`src/rtl/trcs_pkg.sv`:
```
// Shared widths, mode codes, stage records and helper functions for the tensor rotation block.
`default_nettype none

package trcs_pkg;

  localparam int DATA_WIDTH_DEF = 32;
  localparam int COEF_WIDTH_DEF = 16;
  localparam int DATA_MIN_W     = 2;
  localparam int COEF_MIN_W     = 12;

  localparam int MODE_W  = 2;
  localparam int FIELD_W = 32;
  localparam int COEF_W  = 16;
  localparam int SQ_W    = 2 * COEF_W;
  localparam int SUM_W   = FIELD_W + 1;
  localparam int PROD_W  = COEF_W + FIELD_W;
  localparam int MUL_W   = COEF_W + SUM_W;
  localparam int NUM_W   = MUL_W + 3;
  localparam int RES_W   = 41;
  localparam int NUM_OUT = 8;

  localparam logic [MODE_W-1:0] MODE_SIX_FWD  = 2'b00;
  localparam logic [MODE_W-1:0] MODE_SIX_INV  = 2'b01;
  localparam logic [MODE_W-1:0] MODE_NINE_FWD = 2'b10;
  localparam logic [MODE_W-1:0] MODE_NINE_INV = 2'b11;
  localparam int MODE_INV_BIT  = 0;
  localparam int MODE_NINE_BIT = 1;

  typedef logic signed [FIELD_W-1:0] field_t;
  typedef logic signed [COEF_W-1:0]  coef_t;
  typedef logic signed [SQ_W-1:0]    sq_t;
  typedef logic signed [SUM_W-1:0]   sum_t;
  typedef logic signed [PROD_W-1:0]  prod_t;
  typedef logic signed [MUL_W-1:0]   mul_t;
  typedef logic signed [NUM_W-1:0]   num_t;
  typedef logic signed [RES_W-1:0]   res_t;

  typedef struct packed {
    logic [MODE_W-1:0] mode;
    coef_t  sine_theta;
    coef_t  cosine_theta;
    field_t axial_first;
    field_t axial_last;
    field_t cross_upper;
    field_t cross_lower;
    field_t pair_a_first;
    field_t pair_a_second;
    field_t pair_b_first;
    field_t pair_b_second;
    logic   last_item;
  } in_t;

  typedef struct packed {
    logic [MODE_W-1:0] mode;
    logic              last;
  } ctl_t;

  typedef struct packed {
    ctl_t  ctl;
    sq_t   sc;
    sq_t   cc;
    sq_t   ss;
    sum_t  sum08;
    sum_t  dif08;
    sum_t  sum26;
    sum_t  dif26;
    field_t cu;
    prod_t pc3;
    prod_t ps5;
    prod_t pc5;
    prod_t ps3;
    prod_t bc1;
    prod_t bs7;
    prod_t bc7;
    prod_t bs1;
  } s1_t;

  typedef struct packed {
    ctl_t   ctl;
    coef_t  s2;
    coef_t  c2;
    sum_t   sum08;
    sum_t   dif08;
    sum_t   sum26;
    sum_t   dif26;
    field_t cu;
    res_t   r4;
    res_t   r5;
    res_t   r6;
    res_t   r7;
  } s2_t;

  typedef struct packed {
    ctl_t ctl;
    sum_t sum08;
    sum_t dif26;
    mul_t m0c;
    mul_t m0s;
    mul_t m2c;
    mul_t m2s;
    res_t r4;
    res_t r5;
    res_t r6;
    res_t r7;
  } s3_t;

  typedef struct packed {
    ctl_t ctl;
    sum_t sum08;
    sum_t dif26;
    res_t r0;
    res_t r2;
    res_t r4;
    res_t r5;
    res_t r6;
    res_t r7;
  } s4_t;

  typedef struct packed {
    field_t out_axial_first;
    field_t out_axial_last;
    field_t out_cross_upper;
    field_t out_cross_lower;
    field_t out_pair_a_first;
    field_t out_pair_a_second;
    field_t out_pair_b_first;
    field_t out_pair_b_second;
    logic   overflow;
    logic   last_out;
  } out_t;

  function automatic int frac_bits(input int cw);
    int c;
    c = cw;
    if (c > COEF_W) c = COEF_W;
    if (c < COEF_MIN_W) c = COEF_MIN_W;
    return c - 1;
  endfunction

  function automatic int sat_bits(input int dw);
    int d;
    d = dw;
    if (d > FIELD_W) d = FIELD_W;
    if (d < DATA_MIN_W) d = DATA_MIN_W;
    return d;
  endfunction

endpackage

`default_nettype wire

```
`src/rtl/trcs_sat.sv`:
```
// Fifth stage: complementary components, saturation, overflow flag and the output register.
`default_nettype none

module trcs_sat import trcs_pkg::*; #(
  parameter int DATA_WIDTH = DATA_WIDTH_DEF
) (
  input  wire logic clk_i,
  input  wire logic rst_ni,
  input  wire logic en_i,
  input  wire logic valid_i,
  input  wire s4_t  stage_i,
  output logic      valid_o,
  output out_t      beat_o
);

  localparam int SW = sat_bits(DATA_WIDTH);
  localparam logic signed [RES_W-1:0] SAT_HI = RES_W'((longint'(1) <<< (SW - 1)) - longint'(1));
  localparam logic signed [RES_W-1:0] SAT_LO = ~SAT_HI;

  logic   v_q;
  out_t   beat_d, beat_q;
  logic   nine;
  res_t   res  [NUM_OUT];
  field_t outv [NUM_OUT];
  logic   ovf;

  always_comb begin
    nine   = stage_i.ctl.mode[MODE_NINE_BIT];
    res[0] = stage_i.r0;
    res[1] = RES_W'(stage_i.sum08) - stage_i.r0;
    res[2] = stage_i.r2;
    res[3] = nine ? stage_i.r2 - RES_W'(stage_i.dif26) : '0;
    res[4] = stage_i.r4;
    res[5] = stage_i.r5;
    res[6] = nine ? stage_i.r6 : '0;
    res[7] = nine ? stage_i.r7 : '0;
    ovf = 1'b0;
    for (int k = 0; k < NUM_OUT; k++) begin
      if (res[k] > SAT_HI) begin
        outv[k] = FIELD_W'(SAT_HI);
        ovf     = 1'b1;
      end else if (res[k] < SAT_LO) begin
        outv[k] = FIELD_W'(SAT_LO);
        ovf     = 1'b1;
      end else begin
        outv[k] = FIELD_W'(res[k]);
      end
    end
    beat_d.out_axial_first   = outv[0];
    beat_d.out_axial_last    = outv[1];
    beat_d.out_cross_upper   = outv[2];
    beat_d.out_cross_lower   = outv[3];
    beat_d.out_pair_a_first  = outv[4];
    beat_d.out_pair_a_second = outv[5];
    beat_d.out_pair_b_first  = outv[6];
    beat_d.out_pair_b_second = outv[7];
    beat_d.overflow          = ovf;
    beat_d.last_out          = stage_i.ctl.last;
  end

  always_ff @(posedge clk_i or negedge rst_ni) begin
    if (!rst_ni) begin
      v_q <= 1'b0;
    end else if (en_i) begin
      v_q <= valid_i;
    end
  end

  always_ff @(posedge clk_i) begin
    if (en_i) begin
      beat_q <= beat_d;
    end
  end

  assign valid_o = v_q;
  assign beat_o  = beat_q;

endmodule

`default_nettype wire

```
`config.mk`:
```
export PLATFORM = sky130hd
export DESIGN_NAME = trcs_sat
export DESIGN_NICKNAME = d
export VERILOG_FILES = /design/src/rtl/trcs_pkg.sv /design/src/rtl/trcs_sat.sv
export SDC_FILE = /design/constraint.sdc
export NUM_CORES = 1
export LEC_CHECK = 0
export ABC_AREA = 1
export BUFFER_PORTS_ARGS = -buffer_cell sky130_fd_sc_hd__buf_4
export CAP_MARGIN = 0
export CORE_AREA = 2 2 225 227
export CTS_CLUSTER_DIAMETER = 150
export CTS_CLUSTER_SIZE = 40
export DETAILED_ROUTE_END_ITERATION = 10
export DIE_AREA = 0 0 227 229
export GPL_TIMING_DRIVEN = 1
export HOLD_SLACK_MARGIN = 0.12
export PLACE_DENSITY_LB_ADDON = 0.15
export SLEW_MARGIN = 10
export SYNTH_ARGS = -nofsm -noshare
export SYNTH_HDL_FRONTEND = slang
export SYNTH_SLANG_ARGS = --single-unit
```
`constraint.sdc`:
```
create_clock -name clk_i -period 1.4 [get_ports clk_i]
set_input_delay 0.07 -clock clk_i [delete_from_list [all_inputs] [get_ports clk_i]]
set_output_delay 0.07 -clock clk_i [all_outputs]
set_load 0.01 [all_outputs]
```
==> run metrics <==
status finished with violations; failing checks negative setup slack; total wire length 75,800 um; min cycle time layout 2.08 ns; Slew headroom about 68%; Fill cells 4,439; R2R depth 1; Starting Density roughly 34%; Worst Setup Slack, final -0.675 ns; via/cell ratio 4.86; port bufs 576; met2 WL 36,700 um; Avg WL per Cell 19.1 um; unrepaired setup endpoints after global routing true; initial antenna violation count 6; DIE AREA approximately 0.052 mm2; HP Start stage_i[303]; clk buf depth 3; synth warn 0; asr flop ratio synth 0.386%; Reg-to-Reg Start valid_o; First-pass DRT Iterations 6; wl on met1 31,500 um; Max Clk Rate 482 MHz; reg-to-reg endpoint valid_o; fin cells slightly below 4,000; largest net degree at the start of global routing 55; Clock Latency Late Sink 0.52 ns; DP HPWL 57,100 um; clk sinks 259; fin util between 50% and 60%; Die Ht 229 um; dpl cells 3,697; commonest non-fill, non-tap cell in the layout buf_4; Final setup violation count 65; first-pass GRT wire length 107,000 um; max-cap violation count 0; main flop type after synthesis edfxtp_1; Net Count, Synth 2,607; total CTS buffers 10; Die Width approximately 230 um; GRT overflow 0; root buffer cell clkbuf_16; Crit Path Category in2reg; GR Util All Layers 26.8%; DR iter-0 viols 1,238; gpl congestion 0.965; row count 82; #FFs+latches synth 259; pwr/cell area 818 mW/mm2; most frequent cells in the layout buf_4, nand2_1, inv_1; ANT nets after route 0; beginning of the critical path stage_i[278]; Max Used Layer met4; worst min-delay path category in2reg; met3 WL 4880 um; Power Total 24.4 mW; Leak 14.1 nW; vias between 15,000 and 20,000; reg2reg setup slack 0.60 ns; Hold Crit Endpoint beat_o[218]; layout cells sized above 1 between 40% and 50%; I/O Pins ~580; hold path depth 4; worst-margin pin slew 0.482 ns; Synth Area per Inst 7.73 um2; Final Skew 0 ns; core footprint 0.0497 mm2; final hold vios 0; critical-path maximum fanout 8; number of flops mapped to enable cells by yosys 258; Startpoint Class input port; crit path capture type register; post-route clock period utilization 148%; Post-route DRC 0; Max VDD drop around 760 uV; TritonCTS clock tree yes; sequential area share after synthesis 45.6%; crit path DAT 2.48 ns; htree depth 1; Final Max Slew Viols 0; Yosys cell types 48; WP data required around 1.8 ns; Layout area overhead 74.6%; vias in the first global route 18,744; Synth Cell Area 0.0171 mm2; post-synthesis instance total 2,206; Worst-path clk slew 0.14 ns; Layout Nets 3,681
routing by layer:
layer	GRT usage, %	vias to the layer above
li1	-	9286
met1	34.0	9152
met2	45.8	663
met3	4.34	144
met4	9.68	0
met5	0	-
cell type report:
type	count	area, um2	area share [%]
timing repair buffer	1125	9490	31.9
sequential	259	7770	26.1
inverter	361	1420	4.76
tap	672	841	2.82
multi-input combinational	1523	9950	33.4
clock buffer	14	287	0.962
clock inverter	2	25.0	0.0840
antenna	6	15.0	0.0504
worst max path at each step:
| stage | to | slack (ns) | cells past startpoint |
|---|---|---|---|
| final | beat_o[138] | -0.68 | 20 |
| after global routing | beat_o[135] | -0.80 | 18 |
| after CTS | beat_o[1] | -0.59 | 21 |
| after detailed placement | beat_o[1] | -1.41 | 19 |
| after global placement | beat_o[1] | -1.44 | 19 |
| after floorplan | beat_o[156] | -0.78 | 20 |
cell usage after synthesis, types with 13 or more instances:
master,count,area (um2)
ha_1,80,1000
nand2_1,719,2700
edfxtp_1,258,7750
nand3_1,119,596
nor4_1,13,81.3
inv_1,358,1340
xnor2_1,15,131
nor2_2,21,131
nor2_1,187,702
a31oi_1,15,93.8
o21ai_0,107,536
xor2_1,21,184
o21ai_2,20,175
nor3_1,19,95.1
a21oi_1,87,435
nand4_1,22,138
clkbuf_1,44,165
cell families after synthesis:
family | Yosys count | share of synthesized area (%)
adder cells (fa/ha/maj) | 82 | 6.10
AND/OR/NAND/NOR | 1127 | 27.3
XOR/XNOR | 37 | 1.94
buffers and inverters | 424 | 9.69
multiplexers | 1 | 0.0660
AO/OA/AOI/OAI | 276 | 9.34
flip-flops | 259 | 45.6
worst max-delay path, stage by stage:
cell and delay (ns):
buf_8 0.08, clkinvlp_4 0.11, buf_12 0.16, ha_4 0.24, buf_6 0.13, nand2_4 0.08, inv_1 0.04, a21boi_1 0.14
nand2_1 0.11, nor2_2 0.19, nand2_1 0.09, nand2_1 0.08, nand3_2 0.07, nor2_1 0.13, nand3_2 0.11, o21bai_4 0.17
buf_12 0.16, clkbuf_16 0.18, nand2_1 0.06, nand2_1 0.06
sequential cells by signal (all words and copies together), names as in the netlist:
register / flops
valid_o: 1
beat_o: 258
power breakdown:
group	internal [mW]	switching, mW	total [mW]	leakage [nW]
Clock	1.51	2.55	4.05	0.151
Combinational	5.10	5.37	10.5	11.4
Sequential	9.55	0.305	9.86	2.55
Total	16.2	8.22	24.4	14.1
repair_timing:
item	in CTS	in global routing
gates resized for setup	110	453
setup endpoints to repair	96	105
cloned	0	13
hold buffers	204	2
endpoints found under the hold margin	278	2
pin swaps	13	82
buffers inserted	3	22
stage by stage:
stage	instance area [um2]	hold WS, ns	setup slack [ns]	TNS [ns]
4_1_cts	27400	0.134	-0.586	-43.38
2_1_floorplan	17200	-0.226	-0.776	-48.56
3_3_place_gp	24600	-0.154	-1.44	-137.96
3_5_place_dp	24600	-0.153	-1.41	-142.79
6_report	29800	0.118	-0.675	-36.83
5_1_grt	29800	0.144	-0.802	-44.40
Power figures use the tool's default switching activity.
