==> src/rtl/trcs_pkg.sv <==
// Shared widths, mode codes, stage records and helper functions for the tensor rotation block.
`default_nettype none

package trcs_pkg;

  localparam int DATA_WIDTH_DEF = 32;
  localparam int COEF_WIDTH_DEF = 16;
  localparam int DATA_MIN_W     = 2;
  localparam int COEF_MIN_W     = 12;

  localparam int MODE_W  = 2;
  localparam int FIELD_W = 32;
  localparam int COEF_W  = 16;
  localparam int SQ_W    = 2 * COEF_W;
  localparam int SUM_W   = FIELD_W + 1;
  localparam int PROD_W  = COEF_W + FIELD_W;
  localparam int MUL_W   = COEF_W + SUM_W;
  localparam int NUM_W   = MUL_W + 3;
  localparam int RES_W   = 41;
  localparam int NUM_OUT = 8;

  localparam logic [MODE_W-1:0] MODE_SIX_FWD  = 2'b00;
  localparam logic [MODE_W-1:0] MODE_SIX_INV  = 2'b01;
  localparam logic [MODE_W-1:0] MODE_NINE_FWD = 2'b10;
  localparam logic [MODE_W-1:0] MODE_NINE_INV = 2'b11;
  localparam int MODE_INV_BIT  = 0;
  localparam int MODE_NINE_BIT = 1;

  typedef logic signed [FIELD_W-1:0] field_t;
  typedef logic signed [COEF_W-1:0]  coef_t;
  typedef logic signed [SQ_W-1:0]    sq_t;
  typedef logic signed [SUM_W-1:0]   sum_t;
  typedef logic signed [PROD_W-1:0]  prod_t;
  typedef logic signed [MUL_W-1:0]   mul_t;
  typedef logic signed [NUM_W-1:0]   num_t;
  typedef logic signed [RES_W-1:0]   res_t;

  typedef struct packed {
    logic [MODE_W-1:0] mode;
    coef_t  sine_theta;
    coef_t  cosine_theta;
    field_t axial_first;
    field_t axial_last;
    field_t cross_upper;
    field_t cross_lower;
    field_t pair_a_first;
    field_t pair_a_second;
    field_t pair_b_first;
    field_t pair_b_second;
    logic   last_item;
  } in_t;

  typedef struct packed {
    logic [MODE_W-1:0] mode;
    logic              last;
  } ctl_t;

  typedef struct packed {
    ctl_t  ctl;
    sq_t   sc;
    sq_t   cc;
    sq_t   ss;
    sum_t  sum08;
    sum_t  dif08;
    sum_t  sum26;
    sum_t  dif26;
    field_t cu;
    prod_t pc3;
    prod_t ps5;
    prod_t pc5;
    prod_t ps3;
    prod_t bc1;
    prod_t bs7;
    prod_t bc7;
    prod_t bs1;
  } s1_t;

  typedef struct packed {
    ctl_t   ctl;
    coef_t  s2;
    coef_t  c2;
    sum_t   sum08;
    sum_t   dif08;
    sum_t   sum26;
    sum_t   dif26;
    field_t cu;
    res_t   r4;
    res_t   r5;
    res_t   r6;
    res_t   r7;
  } s2_t;

  typedef struct packed {
    ctl_t ctl;
    sum_t sum08;
    sum_t dif26;
    mul_t m0c;
    mul_t m0s;
    mul_t m2c;
    mul_t m2s;
    res_t r4;
    res_t r5;
    res_t r6;
    res_t r7;
  } s3_t;

  typedef struct packed {
    ctl_t ctl;
    sum_t sum08;
    sum_t dif26;
    res_t r0;
    res_t r2;
    res_t r4;
    res_t r5;
    res_t r6;
    res_t r7;
  } s4_t;

  typedef struct packed {
    field_t out_axial_first;
    field_t out_axial_last;
    field_t out_cross_upper;
    field_t out_cross_lower;
    field_t out_pair_a_first;
    field_t out_pair_a_second;
    field_t out_pair_b_first;
    field_t out_pair_b_second;
    logic   overflow;
    logic   last_out;
  } out_t;

  function automatic int frac_bits(input int cw);
    int c;
    c = cw;
    if (c > COEF_W) c = COEF_W;
    if (c < COEF_MIN_W) c = COEF_MIN_W;
    return c - 1;
  endfunction

  function automatic int sat_bits(input int dw);
    int d;
    d = dw;
    if (d > FIELD_W) d = FIELD_W;
    if (d < DATA_MIN_W) d = DATA_MIN_W;
    return d;
  endfunction

endpackage

`default_nettype wire

==> src/rtl/trcs_angle.sv <==
// Second stage: rounded double-angle terms and the rounded in-plane pair rotations.
`default_nettype none

module trcs_angle import trcs_pkg::*; #(
  parameter int COEF_WIDTH = COEF_WIDTH_DEF
) (
  input  wire logic clk_i,
  input  wire logic rst_ni,
  input  wire logic en_i,
  input  wire logic valid_i,
  input  wire s1_t  stage_i,
  output logic      valid_o,
  output s2_t       stage_o
);

  localparam int FRAC = frac_bits(COEF_WIDTH);
  localparam int AW   = SQ_W + 2;
  localparam logic signed [AW-1:0]    ONE_A  = AW'(1) <<< FRAC;
  localparam logic signed [AW-1:0]    HALF_A = AW'(1) <<< (FRAC - 1);
  localparam logic signed [MUL_W-1:0] HALF_M = MUL_W'(1) <<< (FRAC - 1);

  logic v_q;
  s2_t  stage_d, stage_q;
  logic signed [AW-1:0]    ts, tc, us, uc;
  logic signed [MUL_W-1:0] a4, a5, a6, a7;
  logic                    gneg, sgneg;

  function automatic coef_t clamp_coef(input logic signed [AW-1:0] x);
    logic signed [AW-1:0] y;
    y = x;
    if (x > ONE_A - AW'(1)) y = ONE_A - AW'(1);
    if (x < -ONE_A) y = -ONE_A;
    return COEF_W'(y);
  endfunction

  always_comb begin
    sgneg = stage_i.ctl.mode[MODE_INV_BIT];
    gneg  = stage_i.ctl.mode[MODE_INV_BIT] == stage_i.ctl.mode[MODE_NINE_BIT];
    ts = (AW'(stage_i.sc) <<< 1) + HALF_A;
    tc = AW'(stage_i.cc) - AW'(stage_i.ss) + HALF_A;
    us = ts >>> FRAC;
    uc = tc >>> FRAC;
    a4 = gneg  ? MUL_W'(stage_i.pc3) + MUL_W'(stage_i.ps5)
               : MUL_W'(stage_i.pc3) - MUL_W'(stage_i.ps5);
    a5 = gneg  ? MUL_W'(stage_i.pc5) - MUL_W'(stage_i.ps3)
               : MUL_W'(stage_i.pc5) + MUL_W'(stage_i.ps3);
    a6 = sgneg ? MUL_W'(stage_i.bc1) + MUL_W'(stage_i.bs7)
               : MUL_W'(stage_i.bc1) - MUL_W'(stage_i.bs7);
    a7 = sgneg ? MUL_W'(stage_i.bc7) - MUL_W'(stage_i.bs1)
               : MUL_W'(stage_i.bc7) + MUL_W'(stage_i.bs1);

    stage_d.ctl   = stage_i.ctl;
    stage_d.s2    = clamp_coef(us);
    stage_d.c2    = clamp_coef(uc);
    stage_d.sum08 = stage_i.sum08;
    stage_d.dif08 = stage_i.dif08;
    stage_d.sum26 = stage_i.sum26;
    stage_d.dif26 = stage_i.dif26;
    stage_d.cu    = stage_i.cu;
    stage_d.r4    = RES_W'((a4 + HALF_M) >>> FRAC);
    stage_d.r5    = RES_W'((a5 + HALF_M) >>> FRAC);
    stage_d.r6    = RES_W'((a6 + HALF_M) >>> FRAC);
    stage_d.r7    = RES_W'((a7 + HALF_M) >>> FRAC);
  end

  always_ff @(posedge clk_i or negedge rst_ni) begin
    if (!rst_ni) begin
      v_q <= 1'b0;
    end else if (en_i) begin
      v_q <= valid_i;
    end
  end

  always_ff @(posedge clk_i) begin
    if (en_i) begin
      stage_q <= stage_d;
    end
  end

  assign valid_o = v_q;
  assign stage_o = stage_q;

endmodule

`default_nettype wire

==> config.mk <==
export PLATFORM = sky130hd
export DESIGN_NAME = trcs_angle
export DESIGN_NICKNAME = d
export VERILOG_FILES = /design/src/rtl/trcs_pkg.sv /design/src/rtl/trcs_angle.sv
export SDC_FILE = /design/constraint.sdc
export NUM_CORES = 1
export LEC_CHECK = 0
export BUFFER_PORTS_ARGS = -buffer_cell sky130_fd_sc_hd__buf_2
export CORE_AREA = 2 2 396 398
export CTS_CLUSTER_DIAMETER = 80
export DETAILED_ROUTE_END_ITERATION = 6
export DIE_AREA = 0 0 398 400
export GPL_ROUTABILITY_DRIVEN = 0
export GPL_TIMING_DRIVEN = 0
export PLACE_DENSITY = 0.39
export REMOVE_ABC_BUFFERS = 1
export SYNTH_ARGS = -nofsm -noshare
export SYNTH_HDL_FRONTEND = slang
export SYNTH_SLANG_ARGS = --single-unit
==> constraint.sdc <==
create_clock -name clk_i -period 0.96 [get_ports clk_i]
set_input_delay 0.288 -clock clk_i [delete_from_list [all_inputs] [get_ports clk_i]]
set_output_delay 0.288 -clock clk_i [all_outputs]
set_load 0.1 [all_outputs]
==> metrics list, run 1 <==
- Latest clock arrival within the worst-skew pair: 0.60 ns
- Number of sinks on the clock net: 336
- Post-synthesis register bit count: 336
- Detailed Route WL: 151000 µm
- In this run the tool buffered the top-level ports with roughly 1000 buffer cells.
* Slew margin rel.: 0.472
- Largest area contributor in the synthesized netlist: sky130_fd_sc_hd__edfxtp_1
* Overall track demand over capacity in global routing: 0.177
- Worst clock skew: 0 ns
* Height of the die: 400 µm
- Setup repair after global routing could not meet its margin everywhere.
- The area fraction in compound gates after synthesis is 0.192.
- Share of synthesized flip-flops with an asynchronous set or reset: 0.00298
* Startpoint type of the worst setup path: input pin
- The flow ran to the end, but the final reports show violations.
* Count of nets left with antenna violations after detail routing: 0
* Drt initial violations: 1564
* Dominant combinational cell family by area after synthesis: compound AO/OA/AOI/OAI gates
- Nets@finish: slightly below 6000
- Fin cells: ~7000
- The tree is rooted in a sky130_fd_sc_hd__clkbuf_16.
- The total area inside the core boundary comes to 155000 µm².
- Final cycle utilization of the critical path: 5.42
- The first global-routing pass estimated ~210000 µm of wire.
- Leakage power of the design: approximately 21 nW
* Number of violations of the max-capacitance limit: 0
* Largest net degree at the start of global routing: around 100
- For this run, the detailed router's first-pass iteration total came to 5.
- In the final routed layout, each cell accounts on average for ~22 µm.
- Worst hold slack across all endpoints: 0.0923 ns
- Number of buffers inserted during clock tree synthesis: 51
- The final-report max-slew violation count is 0.
* Gate Count Post-Synth: 3306
- Using the TritonRoute via totals, the vias-per-cell ratio works out to around 4.6.
* Share of Yosys cell area claimed by the top area cell type: 0.333
- Failing checks: setup timing
- The most common cell in the synthesized netlist is sky130_fd_sc_hd__edfxtp_1.
- Final critical-path setup slack: -4.24 ns
- IR analysis of the VDD net gives a maximum drop of 0.00219 V.
* Depth of the most critical reg-to-reg path: 1
- Clock-pin slew was measured on the worst setup and hold paths at 0.06 ns.
* Overall die width: 398 µm
- Of the total synthesized cell area, the portion taken by XOR and XNOR cells is 0.133.
* Top achievable clock speed: just under 200 MHz
- In the routed design, unresolved DRC markers number 0.
- For this run, the leading register cell type out of synthesis is sky130_fd_sc_hd__edfxtp_1.
* Fillers: 16200
* Required time of the worst setup path: 1.29 ns
* Number of synthesis warnings: 0
* Time the final worst path needs with I/O delays and setup: 5.20 ns
- For the pin with the worst max-slew slack, the measured transition is 0.789 ns.
- After synthesis, the cell types taking the most area are sky130_fd_sc_hd__edfxtp_1 (33%), sky130_fd_sc_hd__ha_1 (12%), sky130_fd_sc_hd__xnor2_1 (7.5%).
* Number of distinct library cell variants in the gate-level netlist after synthesis: around 110
- Buffer levels on the longest clock path: 3
* Layout area overhead: 68.3%
* Boundary Pins: just over 1000
* Most frequent cells after synthesis: sky130_fd_sc_hd__edfxtp_1 (335), sky130_fd_sc_hd__a21oi_1 (322), sky130_fd_sc_hd__ha_1 (287)
- Of the synthesized area, sequential elements account for 0.334.
- Across all layers, the routed design uses 32300 vias.
- Power per Cell Area: 1990 nW/µm²
- Path category of the worst min-delay check: in -> reg
- The floorplan has 145 rows.
- STA classifies the critical path endpoint as a flip-flop.
- Fraction of synthesized area in multiplexers: 0.00712
- Adder-cell share of the synthesized area: 0.119
- Detailed placement finished with a half-perimeter wire length of 123000 µm.
- Setup violations remaining at the end of the flow were counted as 726.
* Footprint of the flip-flops and latches: 10100 µm²
* Mean cell area of the mapped netlist: 9.15 µm²
* Via count of the first global-routing pass: 31400
- Critical Setup Path Class: in -> reg
- Of the total synthesized cell area, the portion taken by AND, OR, NAND and NOR gates is 0.180.
- TritonCTS built the clock tree.
* Initial standard-cell utilization of the core: 0.195
- Die area: 159000 µm²
* Area used by multi-input combinational logic: 25100 µm²
- Counting flops with a built-in enable in the synthesized netlist gives 335.
* Max H-tree Level: 2
- In the final layout, the share of cells above drive strength 1 is 0.486.
- Along the worst hold path, the cell count comes to 1.
- Number of placed instances with taps included: 6248
- The initial antenna violation count was between 90 and 100.
- For the worst setup path, the data arrival time is 5.53 ns.
- The total count of hold-check failures in the final report was 0.
- For this run the aggregate overflow at the end of global routing stands at 0.
- In this run the worst path has a maximum fanout of 9.
* Area of the mapped netlist: 30200 µm²
==> kinds of logic after synthesis <==
group           count (synthesis)
xor+xnor                      457
simple gates                 1048
flops                         336
mux                            21
compound gates                909
buf+inv                       248
fa+ha+maj                     287
==> registers in the layout (all words and copies together) (netlist names) <==
register	cells
stage_o	335
valid_o	1
==> cells in the final DEF, fill, tap and decap left out, drive strengths merged, types with 165 or more instances in the layout <==
| master | netlist | layout |
|---|---|---|
| ha | 287 | 287 |
| buf | 39 | 1468 |
| xor2 | 196 | 197 |
| o21ai | 165 | 165 |
| dlygate4sd3 | 0 | 169 |
| a21oi | 323 | 323 |
| xnor2 | 260 | 260 |
| nor2 | 246 | 246 |
| edfxtp | 335 | 335 |
| nand2 | 230 | 230 |
==> what timing repair did <==
action,CTS,global route
resized for setup,968,344
pin swaps,309,342
buffers inserted,310,167
hold buffers,169,0
endpoints found under the hold margin,168,0
endpoints found under the setup margin,656,750
gates cloned,1,0
==> critical path, stage by stage <==
cell and delay (ns):
sky130_fd_sc_hd__buf_8 0.10, sky130_fd_sc_hd__or3_4 0.38, sky130_fd_sc_hd__or3_4 0.35, sky130_fd_sc_hd__nor3_4 0.17, sky130_fd_sc_hd__nand2_2 0.10, sky130_fd_sc_hd__or4_4 0.51, sky130_fd_sc_hd__nor3_4 0.28, sky130_fd_sc_hd__nand3b_1 0.16
sky130_fd_sc_hd__o21ai_0 0.25, sky130_fd_sc_hd__xnor2_1 0.20, sky130_fd_sc_hd__ha_2 0.40, sky130_fd_sc_hd__a21o_1 0.20, sky130_fd_sc_hd__a21o_1 0.18, sky130_fd_sc_hd__a21o_1 0.25, sky130_fd_sc_hd__o21ai_0 0.19, sky130_fd_sc_hd__nand2b_1 0.07
sky130_fd_sc_hd__a21oi_1 0.15, sky130_fd_sc_hd__a21oi_1 0.10, sky130_fd_sc_hd__xnor2_2 0.25, sky130_fd_sc_hd__or4b_4 0.54, sky130_fd_sc_hd__nor3_4 0.26, sky130_fd_sc_hd__xnor2_4 0.14
==> where the power goes <==
group,internal [mW],switching (mW)
sequential,19.5,0.913
clock,11.2,7.56
combinational,19.8,42.6
==> per-layer routing <==
| metal | share of wire | vias to the layer above | GRT usage | wire length, µm |
|---|---|---|---|---|
| li1 | - | 15500 | - | - |
| met4 | 0.030 | 90 | 0.0473 | 4520 |
| met3 | 0.070 | 295 | 0.0446 | 10500 |
| met5 | 0.0040 | - | 0 | 600 |
| met2 | 0.49 | 994 | 0.312 | 74100 |
| met1 | 0.41 | 15500 | 0.212 | 61100 |
==> per-stage QoR <==
step	utilization	power, mW	cell area, µm²	worst slack, ns	setup TNS, ns
finish	0.328	102	50900	-4.24	-835.38
global placement	0.240	69.5	37200	-10.03	-3138.30
floorplan	-	55.4	29600	-5.12	-837.42
CTS	0.309	98.6	47900	-4.19	-841.36
global route	0.328	106	50900	-4.39	-892.66
detailed placement	0.241	69.4	37400	-6.50	-1050.58
==> layout make-up <==
cell class                 count  share of cell area
multi-input combinational   2723               0.493
timing repair buffer        1637               0.215
sequential                   336               0.198
tap                         2058              0.0506
clock buffer                  58              0.0256
inverter                     123             0.00927
clock inverter                34             0.00708
antenna                       28             0.00138
==> worst paths after layout <==
check,end,slack (ns),from
setup / recovery,stage_o[156]$_DFFE_PP_,-4.24,stage_i[295]
hold / removal,stage_o[361]$_DFFE_PP_,0.09,stage_i[645]
setup reg to reg,valid_o$_DFFE_PN0P_,0.22,valid_o$_DFFE_PN0P_
hold reg to reg,valid_o$_DFFE_PN0P_,0.51,valid_o$_DFFE_PN0P_
max in group asynchronous,valid_o$_DFFE_PN0P_,0.35,rst_ni
min in group asynchronous,valid_o$_DFFE_PN0P_,0.51,rst_ni
Power figures use the tool's default switching activity.
==> run 2, diff against run 1 <==
--- a/config.mk
+++ b/config.mk
@@ -5,14 +5,16 @@
 export SDC_FILE = /design/constraint.sdc
 export NUM_CORES = 1
 export LEC_CHECK = 0
+export ABC_AREA = 1
 export BUFFER_PORTS_ARGS = -buffer_cell sky130_fd_sc_hd__buf_2
-export CORE_AREA = 2 2 396 398
+export CORE_AREA = 2 2 392 394
+export CTS_BUF_LIST = sky130_fd_sc_hd__clkbuf_4 sky130_fd_sc_hd__clkbuf_8
 export CTS_CLUSTER_DIAMETER = 80
 export DETAILED_ROUTE_END_ITERATION = 6
-export DIE_AREA = 0 0 398 400
+export DIE_AREA = 0 0 394 396
 export GPL_ROUTABILITY_DRIVEN = 0
 export GPL_TIMING_DRIVEN = 0
-export PLACE_DENSITY = 0.39
+export PLACE_DENSITY = 0.46
 export REMOVE_ABC_BUFFERS = 1
 export SYNTH_ARGS = -nofsm -noshare
 export SYNTH_HDL_FRONTEND = slang
==> run 2 against run 1 <==
Compared with the run above: the flow finishes with violations (hold timing, setup timing); utilization rose by 8.5 points; sequential power fell by 3%; clock skew did not move; first-iteration DRC count grew 90%; global-route usage rose by 7.0 points; count of clock-buffer cells in the layout up 31; critical path type unchanged; critical endpoint is now stage_o[74]$_DFFE_PP_; largest cell class unchanged; largest power group unchanged.
==> metrics list, run 2 <==
- The final routed wire length divided by cell count is 19.6 µm (-8.8%).
- RSZ-0062 raised after global routing: true
- Port Buffers: 1001 (unchanged)
* Die area: 156000 µm² (-2.0%)
- Critical-path top delay cell: sky130_fd_sc_hd__ha_4
- Max H-tree Level: 3 (+1)
- Number of endpoints failing setup at the final stage: 613 (-16%)
- Count of nets left with antenna violations after detail routing: 0 (unchanged)
- Clock slew at reported path FFs: 0.06 ns (about the same)
- The average instance area after synthesis was 6.07 µm² (-34%).
- The combined area of all synthesized cells came to 39900 µm² (+32%).
- The final HPWL from detailed placement came to 167000 µm (+36%).
* Slew margin rel.: 0.417 (-0.0550)
* Flip-flop count of the largest register, all copies and words added: 335 (unchanged)
* Power per Cell Area: 1600 nW/µm² (-20%)
* Required time of the worst setup path: 1.48 ns (+0.19 ns)
- Number of synthesis warnings: 0 (unchanged)
- The maximum fanout along the worst path is 4 (-5).
- The path with the worst hold slack has its endpoint at stage_o[245]$_DFFE_PP_.
- The flow ran to the end, but the final reports show violations.
- The largest buffer count on any clock path came to 3 (unchanged).
* Share of synthesized flip-flops with an asynchronous set or reset: 0.00298 (unchanged)
- For this run, the leading register cell type out of synthesis is sky130_fd_sc_hd__edfxtp_1.
- Critical Setup Path Class: in -> reg
- Sum of buffers and inverters on the critical path: 3 (+2)
* Most frequent cells after synthesis: sky130_fd_sc_hd__nand2_1 (2407), sky130_fd_sc_hd__inv_1 (1381), sky130_fd_sc_hd__nor2_1 (680)
- Detailed Route WL: 203000 µm (+34%)
* Largest area contributor in the synthesized netlist: sky130_fd_sc_hd__edfxtp_1
* Wire length of the first global-routing pass: 288000 µm (+38%)
- The number of sinks on the clock net is 336 (unchanged).
- Cell with the most instances on the worst path: sky130_fd_sc_hd__nand2_1
- The overall power after layout is 99.9 mW (-1.6%).
- The source-to-sink clock delay at the later pin of the worst-skew pair is 0.74 ns (+0.14 ns).
- The instance count of the mapped netlist is 6575 (+99%).
- Nets@finish: 9139 (+57%)
- Startpoint type of the worst setup path: input pin
* Fraction of final layout cells sized beyond drive strength 1: 0.380 (-0.106)
- Sequential cell area fraction in the yosys report: 0.253 (-0.0808)
* Leakage power of the design: 31.6 nW (+50%)
* Failing checks: hold timing, setup timing
- Peak ir drop on the vdd network: 0.00129 V (-41%)
- Overall track demand over capacity in global routing: 0.247 (+0.0701)
* CTS tree: done
* Main area contributors after synthesis: sky130_fd_sc_hd__edfxtp_1 (25%), sky130_fd_sc_hd__nand2_1 (23%), sky130_fd_sc_hd__inv_1 (13%)
- Grouping stages by cell kind, the critical path spends the most delay in simple AND/OR/NAND/NOR gates.
- Number of distinct library cell variants in the gate-level netlist after synthesis: 56 (-47%)
- Placement row count: 143 (-1.4%)
- The final-layout worst hold slack came to -0.0228 ns (-0.115 ns).
* Via count of the first global-routing pass: 46200 (+47%)
- Routed vias/inst: 4.68 (+1.3%)
* Cell count of the worst hold path: 1 (unchanged)
- The number of synthesized register bits came to 336 (unchanged).
- Startpoint of the worst hold path: en_i
- The setup TNS after final layout is -694.41 ns (+140.97 ns).
* TritonRoute pass-1 iters: 6 (+1)
- Leading cell types in the layout, fill and taps excluded: sky130_fd_sc_hd__nand2_1 (1854), sky130_fd_sc_hd__inv_1 (1245), sky130_fd_sc_hd__buf_2 (989), sky130_fd_sc_hd__nand2_2 (408), sky130_fd_sc_hd__buf_4 (357)
- Max-slew violations: 0 (unchanged)
- The remaining design rule violation count was 0 (unchanged).
* Setup slack of the most critical reg-to-reg path: 0.22 ns (about the same)
- The post-route clock period utilization was 3.84 (-1.58).
- Post-route design area: 62500 µm² (+23%)
- The clock period minus final worst setup slack is 3.69 ns (-1.51 ns).
- Number of violations of the max-capacitance limit: 0 (unchanged)
* Antenna violations before repair: 71 (-24%)
* Depth of the most critical reg-to-reg path: 1 (unchanged)
- The pin count of the biggest net entering global routing was 117 (+16%).
- The most common cell in the synthesized netlist is sky130_fd_sc_hd__nand2_1.
- Number of buffers inserted during clock tree synthesis: 72 (+41%)
- Layout area overhead: 56.8%
- In this run the worst hold path is classified as in -> reg.
* Post-place instance area: 47300 µm² (+26%)
- The library cell used most frequently in the layout, excluding fill and tap cells, is sky130_fd_sc_hd__nand2_1.
- Reg-to-reg critical path endpoint: valid_o$_DFFE_PN0P_
- Height of the die: 396 µm (-1.0%)
- The I/O pin count is 1015 (unchanged).
- Overall die width: 394 µm (-1.0%)
- Core outline area: 152000 µm² (-2.3%)
- Clk root buf: sky130_fd_sc_hd__clkbuf_8
* Fillers: 15900 (-1.8%)
- Worst clock skew: 0 ns (unchanged)
* Quantity of hold-fixing buffers added after cts: 182 (+7.7%)
- Drt initial violations: 2972 (+90%)
* Element type at the critical path end: flip-flop
- The effective utilization at floorplan is 0.263 (+0.0683).
- Largest incremental delay on the critical path: 0.34 ns (-0.20 ns)
- Routed vias: 48300 (+49%)
- The proportion of netlist area held by the largest area contributor was 0.252 (-0.0806).
- The actual transition at the worst max-transition pin was 0.867 ns (+0.0771 ns).
* Final critical-path setup slack: -2.73 ns (+1.51 ns)
* Arrival time worst endpoint: 4.21 ns (-1.32 ns)
* Top achievable clock speed: 271 MHz (+41%)
- Source of the worst register-to-register timing path: valid_o$_DFFE_PN0P_
* Final global-route overflow total: 0 (unchanged)
- Fin. Hold Viols: 8 (+8)
- Worst setup slack before clock tree synthesis: -5.61 ns (+0.887 ns)
* Number of enable-type register cells in the synthesized netlist: 335 (unchanged)
==> run 2: per-stage QoR <==
step,utilization,cells
3_3_place_gp,0.311,9553
3_5_place_dp,0.312,9559
4_1_cts,0.384,10100
5_1_grt,0.412,10300
6_report,0.413,10300
2_1_floorplan,-,6522
==> run 2: what timing repair did <==
| item | 4_1_cts | 5_1_grt |
|---|---|---|
| hold endpoints to repair | 233 | 52 |
| resized for setup | 1388 | 825 |
| pin swaps | 515 | 396 |
| endpoints found under the setup margin | 591 | 592 |
| cloned | 6 | 0 |
| buffers inserted | 261 | 151 |
==> run 2: layout make-up <==
class	instances	area, µm²	share of cell area
diodes	39	97.6	0.00156
clock buffers	89	1120	0.0180
clock inverters	39	345	0.00552
inverters	1386	5310	0.0849
multi-input cells	4801	32400	0.518
flip-flops and latches	336	10100	0.161
well taps	2030	2540	0.0406
repair buffers	1603	10600	0.170
repair inverters	1	8.76	0.000140
==> run 2: worst max-delay path by stage <==
stage	from	to	slack, ns	depth (start not counted)
finish	stage_i[105]	stage_o[74]$_DFFE_PP_	-2.73	31
floorplan	stage_o[115]$_DFFE_PP_	stage_o[115]	-4.47	0
global route	stage_i[105]	stage_o[64]$_DFFE_PP_	-2.87	28
global placement	stage_i[645]	stage_o[114]$_DFFE_PP_	-8.45	27
CTS	stage_i[0]	stage_o[32]$_DFFE_PP_	-2.79	32
detailed placement	stage_i[645]	stage_o[115]$_DFFE_PP_	-5.61	26
==> run 2: per-layer routing <==
metal,GRT usage,part of all wire,vias to the layer above
li1,-,-,23700
met1,0.298,0.41,22500
met2,0.434,0.48,1698
met3,0.0469,0.068,425
met4,0.0917,0.045,28
met5,0,0.00091,-
==> run 2: power by group <==
group	switching [mW]	total, mW	internal, mW
sequential	0.766	19.7	18.9
combinational	45.5	63.6	18.1
clock	7.68	16.6	8.94
==> run 2: cells by family after synthesis <==
group           synth area share
xor+xnor                  0.0670
mux                     0.000282
flops                      0.253
fa+ha+maj                 0.0900
compound gates            0.0517
buf+inv                    0.138
simple gates               0.400
